## config.mk

```make
export PLATFORM = sky130hd
export DESIGN_NAME = rc_stick_arming_and_setpoints_top
export DESIGN_NICKNAME = d
export VERILOG_FILES = /design/src/rcsa_pkg.sv /design/src/rcsa_cfg_regs.sv /design/src/rcsa_setpoint.sv /design/src/rcsa_arm_fsm.sv /design/src/rc_stick_arming_and_setpoints_top.sv
export SDC_FILE = /design/constraint.sdc
export NUM_CORES = 2
export LEC_CHECK = 0
export BUFFER_PORTS_ARGS = -buffer_cell sky130_fd_sc_hd__buf_2
export CAP_MARGIN = 20
export CORE_UTILIZATION = 51
export DETAILED_ROUTE_END_ITERATION = 6
export GPL_TIMING_DRIVEN = 0
export PLACE_DENSITY_LB_ADDON = 0.2
export SLEW_MARGIN = 20
export SYNTH_ARGS = -nofsm -noshare
export SYNTH_HDL_FRONTEND = slang
export SYNTH_SLANG_ARGS = --single-unit
```

## constraint.sdc

```tcl
create_clock -name i_clk -period 24 [get_ports i_clk]
set_input_delay 1.2 -clock i_clk [delete_from_list [all_inputs] [get_ports i_clk]]
set_output_delay 1.2 -clock i_clk [all_outputs]
set_load 0.01 [all_outputs]
```

## src/rcsa_pkg.sv

```systemverilog
package rcsa_pkg;

    // Stick thresholds in microseconds
    localparam logic [11:0] THR_LOW    = 12'd1050;
    localparam logic [11:0] YAW_HIGH   = 12'd1950;
    localparam logic [11:0] PITCH_LOW  = 12'd1200;
    localparam logic [11:0] ROLL_LOW   = 12'd1050;
    localparam logic [12:0] CENTER     = 13'd1500;

    localparam int unsigned CFG_W      = 16;
    localparam int unsigned CFG_IDX_W  = 3;
    localparam int unsigned PULSE_W    = 12;
    localparam int unsigned SP_W       = 21;

    typedef enum logic [CFG_IDX_W-1:0] {
        CFG_UNLOCK_TICKS = 3'd0,
        CFG_LOCK_TICKS   = 3'd1,
        CFG_YAW_GAIN     = 3'd2,
        CFG_PITCH_GAIN   = 3'd3,
        CFG_ROLL_GAIN    = 3'd4
    } t_cfg_idx;

    typedef enum logic {
        ST_LOCKED = 1'b0,
        ST_ARMED  = 1'b1
    } t_arm_state;

    typedef struct packed {
        logic [CFG_W-1:0] unlock_ticks;
        logic [CFG_W-1:0] lock_ticks;
        logic [CFG_W-1:0] yaw_gain;
        logic [CFG_W-1:0] pitch_gain;
        logic [CFG_W-1:0] roll_gain;
    } t_cfg;

    typedef struct packed {
        logic thr_low;
        logic arm_gesture;
    } t_stick_flags;

    typedef struct packed {
        logic armed;
        logic arm_event;
        logic disarm_event;
        logic posture_valid;
    } t_arm_status;

endpackage

```

## src/rcsa_cfg_regs.sv

```systemverilog
module rcsa_cfg_regs
    import rcsa_pkg::*;
(
    input  logic                 i_clk,
    input  logic                 i_rst_n,
    input  logic                 i_cfg_we,
    input  logic [CFG_IDX_W-1:0] i_cfg_idx,
    input  logic [CFG_W-1:0]     i_cfg_data,
    output t_cfg                 o_cfg
);

    t_cfg r_cfg;

    always_ff @(posedge i_clk) begin
        if (!i_rst_n) begin
            r_cfg.unlock_ticks <= 16'd500;
            r_cfg.lock_ticks   <= 16'd1000;
            r_cfg.yaw_gain     <= '0;
            r_cfg.pitch_gain   <= '0;
            r_cfg.roll_gain    <= '0;
        end else if (i_cfg_we) begin
            case (t_cfg_idx'(i_cfg_idx))
                CFG_UNLOCK_TICKS: r_cfg.unlock_ticks <= i_cfg_data;
                CFG_LOCK_TICKS:   r_cfg.lock_ticks   <= i_cfg_data;
                CFG_YAW_GAIN:     r_cfg.yaw_gain     <= i_cfg_data;
                CFG_PITCH_GAIN:   r_cfg.pitch_gain   <= i_cfg_data;
                CFG_ROLL_GAIN:    r_cfg.roll_gain    <= i_cfg_data;
                default: ;  // drop writes to unused indexes
            endcase
        end
    end

    assign o_cfg = r_cfg;

endmodule

```

## src/rcsa_setpoint.sv

```systemverilog
module rcsa_setpoint
    import rcsa_pkg::*;
(
    input  logic [CFG_W-1:0]   i_gain,
    input  logic [PULSE_W-1:0] i_pulse,
    input  logic               i_reverse,  // use center - pulse
    input  logic               i_enable,
    output logic [SP_W-1:0]    o_setpoint
);

    logic signed [PULSE_W:0]       w_diff;
    logic                          w_neg;
    logic [PULSE_W-1:0]            w_mag;
    logic [CFG_W+PULSE_W-1:0]      w_prod;
    logic [SP_W-1:0]               w_q;

    // Offset magnitude never exceeds 2595, so 12 bits hold it
    assign w_diff = $signed({1'b0, i_pulse}) - $signed(CENTER);
    assign w_neg  = i_reverse ? (!w_diff[PULSE_W] && (w_diff != '0)) : w_diff[PULSE_W];
    assign w_mag  = w_diff[PULSE_W] ? PULSE_W'(-w_diff) : w_diff[PULSE_W-1:0];
    assign w_prod = i_gain * w_mag;
    assign w_q    = {1'b0, w_prod[CFG_W+PULSE_W-1:8]};

    always_comb begin
        if (!i_enable || (w_prod[CFG_W+PULSE_W-1:16] == '0)) begin
            o_setpoint = '0;  // under one degree: deadband
        end else if (w_neg) begin
            o_setpoint = -w_q;
        end else begin
            o_setpoint = w_q;
        end
    end

endmodule

```

## src/rcsa_arm_fsm.sv

```systemverilog
module rcsa_arm_fsm
    import rcsa_pkg::*;
#(
    parameter int unsigned HOLD_COUNT_WIDTH = 16
) (
    input  logic             i_clk,
    input  logic             i_rst_n,
    input  logic             i_step,
    input  t_stick_flags     i_flags,
    input  logic [CFG_W-1:0] i_unlock_ticks,
    input  logic [CFG_W-1:0] i_lock_ticks,
    output t_arm_status      o_status
);

    localparam int unsigned CMP_W = (HOLD_COUNT_WIDTH > CFG_W) ? HOLD_COUNT_WIDTH : CFG_W;

    t_arm_state                  r_state, n_state;
    logic [HOLD_COUNT_WIDTH-1:0] r_arm_cnt, n_arm_cnt;
    logic [HOLD_COUNT_WIDTH-1:0] r_dis_cnt, n_dis_cnt;
    logic [HOLD_COUNT_WIDTH-1:0] w_arm_inc, w_dis_inc;
    logic                        w_arm_hit, w_dis_hit;

    // Saturating hold counts; the arm count clears when the gesture breaks, the disarm count when throttle leaves low
    assign w_arm_inc = !i_flags.arm_gesture ? '0 :
                       (&r_arm_cnt) ? r_arm_cnt : r_arm_cnt + 1'b1;
    assign w_dis_inc = !i_flags.thr_low ? '0 :
                       (&r_dis_cnt) ? r_dis_cnt : r_dis_cnt + 1'b1;
    assign w_arm_hit = CMP_W'(w_arm_inc) >= CMP_W'(i_unlock_ticks);
    assign w_dis_hit = CMP_W'(w_dis_inc) >  CMP_W'(i_lock_ticks);

    always_comb begin
        n_state   = r_state;
        n_arm_cnt = r_arm_cnt;
        n_dis_cnt = r_dis_cnt;
        case (r_state)
            ST_LOCKED: begin
                if (w_arm_hit) begin
                    n_state   = ST_ARMED;
                    n_arm_cnt = '0;
                    n_dis_cnt = '0;
                end else begin
                    n_arm_cnt = w_arm_inc;
                end
            end
            ST_ARMED: begin
                if (w_dis_hit) begin
                    n_state   = ST_LOCKED;
                    n_arm_cnt = '0;
                    n_dis_cnt = '0;
                end else begin
                    n_dis_cnt = w_dis_inc;
                end
            end
            default: begin
                n_state = ST_LOCKED;
            end
        endcase
    end

    always_comb begin
        o_status = '0;
        case (r_state)
            ST_LOCKED: begin
                o_status.armed     = w_arm_hit;
                o_status.arm_event = w_arm_hit;
            end
            ST_ARMED: begin
                o_status.armed         = !w_dis_hit;
                o_status.disarm_event  = w_dis_hit;
                o_status.posture_valid = !w_dis_hit;
            end
            default: ;
        endcase
    end

    always_ff @(posedge i_clk) begin
        if (!i_rst_n) begin
            r_state   <= ST_LOCKED;
            r_arm_cnt <= '0;
            r_dis_cnt <= '0;
        end else if (i_step) begin
            r_state   <= n_state;
            r_arm_cnt <= n_arm_cnt;
            r_dis_cnt <= n_dis_cnt;
        end
    end

endmodule

```

## src/rc_stick_arming_and_setpoints_top.sv

```systemverilog
// Flow: an accepted item waits in the input register and moves to the result
//   register, and so to the outputs, once the result register is free.
// Throughput: one item per cycle unless stalled. While a result waits, the input
//   register takes one more item; input ready then drops until it is taken.
// Reset (synchronous, active low): locked, both hold counts zero, registers at
//   their defaults (unlock 500, lock 1000, gains 0), both stages empty.
module rc_stick_arming_and_setpoints_top
    import rcsa_pkg::*;
#(
    parameter int unsigned HOLD_COUNT_WIDTH = 16
) (
    input  logic                 i_clk,
    input  logic                 i_rst_n,

    // Configuration write port
    input  logic                 i_cfg_we,
    input  logic [CFG_IDX_W-1:0] i_cfg_idx,
    input  logic [CFG_W-1:0]     i_cfg_data,

    // Input item: one control tick of four channel pulses
    input  logic                 i_in_valid,
    output logic                 o_in_ready,
    input  logic [PULSE_W-1:0]   i_throttle_pulse,
    input  logic [PULSE_W-1:0]   i_yaw_pulse,
    input  logic [PULSE_W-1:0]   i_pitch_pulse,
    input  logic [PULSE_W-1:0]   i_roll_pulse,

    // Result item
    output logic                 o_out_valid,
    input  logic                 i_out_ready,
    output logic                 o_armed,
    output logic                 o_arm_event,
    output logic                 o_disarm_event,
    output logic                 o_posture_valid,
    output logic [PULSE_W-1:0]   o_throttle_out,
    output logic signed [SP_W-1:0] o_yaw_setpoint,
    output logic signed [SP_W-1:0] o_pitch_setpoint,
    output logic signed [SP_W-1:0] o_roll_setpoint
);

    t_cfg                w_cfg;
    t_stick_flags        w_flags;
    t_arm_status         w_status;
    logic                w_out_load;
    logic                w_step;
    logic                w_sp_en;
    logic [SP_W-1:0]     w_yaw_sp, w_pitch_sp, w_roll_sp;

    // Input register
    logic                r_in_valid;
    logic [PULSE_W-1:0]  r_thr, r_yaw, r_pit, r_rol;

    // Result register
    logic                r_out_valid;
    t_arm_status         r_status;
    logic [PULSE_W-1:0]  r_thr_out;
    logic [SP_W-1:0]     r_yaw_sp, r_pitch_sp, r_roll_sp;

    rcsa_cfg_regs u_cfg (
        .i_clk      (i_clk),
        .i_rst_n    (i_rst_n),
        .i_cfg_we   (i_cfg_we),
        .i_cfg_idx  (i_cfg_idx),
        .i_cfg_data (i_cfg_data),
        .o_cfg      (w_cfg)
    );

    // Result register can take a new item when empty or being drained.
    // The item in the input register advances exactly then; the arming
    // state moves with it, so the next item sees this item's outcome.
    assign w_out_load = !r_out_valid || i_out_ready;
    assign w_step     = r_in_valid && w_out_load;
    assign o_in_ready = !r_in_valid || w_out_load;

    always_ff @(posedge i_clk) begin
        if (!i_rst_n) begin
            r_in_valid <= 1'b0;
        end else if (o_in_ready) begin
            r_in_valid <= i_in_valid;
        end
    end

    always_ff @(posedge i_clk) begin
        if (i_in_valid && o_in_ready) begin
            r_thr <= i_throttle_pulse;
            r_yaw <= i_yaw_pulse;
            r_pit <= i_pitch_pulse;
            r_rol <= i_roll_pulse;
        end
    end

    // Stick gesture decode
    assign w_flags.thr_low     = r_thr < THR_LOW;
    assign w_flags.arm_gesture = (r_thr < THR_LOW) && (r_yaw > YAW_HIGH) &&
                                 (r_pit < PITCH_LOW) && (r_rol < ROLL_LOW);

    rcsa_arm_fsm #(
        .HOLD_COUNT_WIDTH (HOLD_COUNT_WIDTH)
    ) u_fsm (
        .i_clk          (i_clk),
        .i_rst_n        (i_rst_n),
        .i_step         (w_step),
        .i_flags        (w_flags),
        .i_unlock_ticks (w_cfg.unlock_ticks),
        .i_lock_ticks   (w_cfg.lock_ticks),
        .o_status       (w_status)
    );

    // Setpoints only on a posture tick with throttle at or above the low mark
    assign w_sp_en = w_status.posture_valid && !w_flags.thr_low;

    rcsa_setpoint u_yaw_sp (
        .i_gain     (w_cfg.yaw_gain),
        .i_pulse    (r_yaw),
        .i_reverse  (1'b0),
        .i_enable   (w_sp_en),
        .o_setpoint (w_yaw_sp)
    );

    // Pitch is reversed: stick forward (short pulse) gives positive angle
    rcsa_setpoint u_pitch_sp (
        .i_gain     (w_cfg.pitch_gain),
        .i_pulse    (r_pit),
        .i_reverse  (1'b1),
        .i_enable   (w_sp_en),
        .o_setpoint (w_pitch_sp)
    );

    rcsa_setpoint u_roll_sp (
        .i_gain     (w_cfg.roll_gain),
        .i_pulse    (r_rol),
        .i_reverse  (1'b0),
        .i_enable   (w_sp_en),
        .o_setpoint (w_roll_sp)
    );

    always_ff @(posedge i_clk) begin
        if (!i_rst_n) begin
            r_out_valid <= 1'b0;
        end else if (w_out_load) begin
            r_out_valid <= r_in_valid;
        end
    end

    // Hold the result payload until it is taken
    always_ff @(posedge i_clk) begin
        if (w_step) begin
            r_status   <= w_status;
            r_thr_out  <= w_status.posture_valid ? r_thr : '0;
            r_yaw_sp   <= w_yaw_sp;
            r_pitch_sp <= w_pitch_sp;
            r_roll_sp  <= w_roll_sp;
        end
    end

    assign o_out_valid      = r_out_valid;
    assign o_armed          = r_status.armed;
    assign o_arm_event      = r_status.arm_event;
    assign o_disarm_event   = r_status.disarm_event;
    assign o_posture_valid  = r_status.posture_valid;
    assign o_throttle_out   = r_thr_out;
    assign o_yaw_setpoint   = $signed(r_yaw_sp);
    assign o_pitch_setpoint = $signed(r_pitch_sp);
    assign o_roll_setpoint  = $signed(r_roll_sp);

endmodule

```

==> out/metrics.csv <==
metric,value,unit
status,"complete, no violations",
layout-drive-gt1-share,7.08,%
worstSkewPairLatency,0.63,ns
ys_ff_latch,242,
cpPeakStageDelay,0.90,ns
hpwl,68900,um
period_share,42.6,%
gr-usage-all-layers,26.6,%
drtIter0Drc,1651,
grt_pass1_vias,26000,
postCtsSetupBuffers,0,
cp-endpoint,o_yaw_setpoint[15],
timing.critical_path.buf_inv,7,
period_minus_slack,10.22,ns
worst-setup-path-type,reg2reg,
slew-limit-headroom,25.5,%
cts_buffers,30,
cts_htree_levels,1,
startpoint_type,flip-flop,
worst_ep_required_time,24.33,ns
root_buffer,clkbuf_16,
synth-edff-count,127,
area_growth,8.99,%
wl_per_cell,17.4,um
grt_max_degree,55,
ir_drop,0.0652,mV
r2r_slack,13.78,ns
ant_nets,0,
crit_cells,30,
detail_route.first_pass.iterations,5,
dieWidth,254,um
fin_area,35300,um2
cellLeakagePower,16.1,nW
synthCells,3789,
clk_pin_slew,0.06,ns
slew_viol_final,0,
clock_skew,0.0628,ns
yosysWarningCount,0,
path_max_fanout,10,
ys.flop_type,edfxtp_1,
clock.fmax,0.0979,GHz
p_per_area,36.7,nW/um2
synth.avg_cell_area,8.55,um2
syn-cell-area,32400,um2
worst_slew_pin_slew,1.12,ns
ys_types,99,
routed_wl,84100,um
die_height,254,um
num_rows,92,
fin_setup_tns,0,ns
cap_violations,0,
clock_sinks,242,
cts_tree,yes,
post_dp_cell_area,34300,um2
r2r-start,r_yaw[2],
hp-class,reg2reg,
rsz0062_at_grt,no,
antenna_found_initial,3,
cp_top_family,adder cells,
hold_viol_final,0,
arrival,10.54,ns
gp_congestion,0.924,
start_util,51.5,%
crit_start,r_yaw[2],
grt_pass1_wl,136000,um
cp_slowest_cell,a21oi_1,
dieArea,64500,um2
cpMostUsedCell,fa_1,
portBuffers,151,
via_per_inst,5.40,
ctsResizeCount,0,
core,63000,um2
io_pins,153,
num_vias,26200,
setup_viol,0,
synthArstFlopShare,0,%
fin_nets,4694,
cp-end-kind,flip-flop,
cts_buffer_depth,3,
worstRegToRegCells,30,
cts_hold_buf,0,
reg2reg_to,o_yaw_setpoint[15],
grt-ovfl-total,0,
synth_seq_area_share,18.9,%
drc_errors,0,
synth_nets,4509,
synth_stat cells (all sizes together) (6+ instances only):
master	count	area share, %
nand2	686	7.9
inv	606	7.0
fa	417	26
ha	231	8.9
and2	189	3.6
nor2	173	2.0
clkbuf	168	1.9
edfxtp	127	12
dfxtp	115	7.1
a21oi	96	1.6
a21boi	91	2.1
xnor2	84	2.3
nand3	83	1.3
xor2	69	1.9
o21ai	65	1.0
and3	62	1.2
nor3	49	0.77
a21o	46	1.1
nand4	36	0.76
o211ai	33	0.76
a31oi	28	0.54
mux2i	28	0.86
nand2b	27	0.52
nor2b	27	0.52
buf	21	0.42
a211oi	18	0.45
o21a	18	0.42
o31ai	16	0.39
or3	16	0.31
nor4	15	0.39
a211o	11	0.30
and4	11	0.30
o311ai	9	0.24
or2	9	0.17
or4	9	0.22
mux2	7	0.29
nand3b	6	0.14
o2111ai	6	0.16
sequential cells by signal, indices dropped and copies added, names as in the netlist, 16 cells and up:
name and cells:
u_cfg.o_cfg 80, o_yaw_setpoint 21, u_fsm.r_dis_cnt 16, o_roll_setpoint 21
u_fsm.r_arm_cnt 16, o_pitch_setpoint 21
layout make-up:
type | count | area [um2]
fillers | 5890 | 27600
multi-input cells | 2752 | 23300
flip-flops and latches | 242 | 6120
inverters | 606 | 2280
well taps | 846 | 1060
clock buffers | 38 | 852
repair buffers | 153 | 811
plain buffers | 189 | 767
clock inverters | 18 | 174
diodes | 1 | 2.50
metal layers:
layer,part of all wire (%),GRT usage [%],up-vias
li1,-,-,12600
met1,44,35.2,12800
met2,47,45.4,639
met3,5.9,3.90,118
met4,2.7,7.23,4
met5,0.026,0,-
logic make-up after synthesis:
family	after synthesis	share of synthesized area [%]
and+or+nand+nor	1417	20.9
buffers and inverters	795	9.39
adders and majority gates	648	34.7
AOI/OAI and AO/OA	499	10.9
DFF	242	18.9
xor gates and xnor gates	153	4.14
muxes	35	1.15
worst register-to-register path, delay by kind of cell, from the launching register on:
family	cells	cell delay, ns
XOR/XNOR	2	0.89
AND/OR/NAND/NOR	9	1.45
adder cells (fa/ha/maj)	7	3.18
buffers and inverters	7	1.47
AO/OA/AOI/OAI	5	2.47
flip-flops	1	0.45
worst min path at each step:
stage                          from         endpoint  slack [ns]  cells after the start
finish              u_cfg.o_cfg[73]  u_cfg.o_cfg[73]        0.46                      2
global route        u_cfg.o_cfg[73]  u_cfg.o_cfg[73]        0.48                      2
CTS                 u_cfg.o_cfg[73]  u_cfg.o_cfg[73]        0.46                      2
detailed placement  u_cfg.o_cfg[73]  u_cfg.o_cfg[73]        0.46                      2
global placement    u_cfg.o_cfg[65]  u_cfg.o_cfg[65]        0.45                      2
floorplan           u_cfg.o_cfg[49]  u_cfg.o_cfg[49]        0.44                      2
metrics by stage:
step | worst slack (ns) | util (%) | power, mW | std cells | hold slack [ns]
final | 13.78 | 56.1 | 1.30 | 4845 | 0.462
after global routing | 13.12 | 56.1 | 1.37 | 4844 | 0.483
after CTS | 13.78 | 56.1 | 1.30 | 4844 | 0.465
after detailed placement | 13.84 | 54.5 | 0.839 | 4788 | 0.457
after global placement | 13.97 | 54.3 | 0.835 | 4786 | 0.451
after floorplan | 15.77 | - | 0.730 | 3789 | 0.443
power breakdown:
part	switching, mW	leakage (nW)	total, mW	internal, mW
registers	0.00904	2.15	0.458	0.449
clock network	0.197	0.506	0.463	0.266
logic	0.249	13.5	0.377	0.128
placed cells by master, fill, tap and decap left out, drive strengths merged, types with 27 or more instances in the layout:
master	n
mux2i	28
nand4	36
buf	174
nand2b	27
inv	611
a21boi	91
nor2	173
ha	231
xnor2	84
xor2	69
edfxtp	127
o21ai	65
o211ai	33
dfxtp	115
nor2b	27
and2	189
a31oi	28
nor3	49
nand3	83
a21oi	96
clkbuf	206
and3	62
nand2	686
a21o	46
fa	417
No activity file was read; power rests on OpenSTA's default activity.
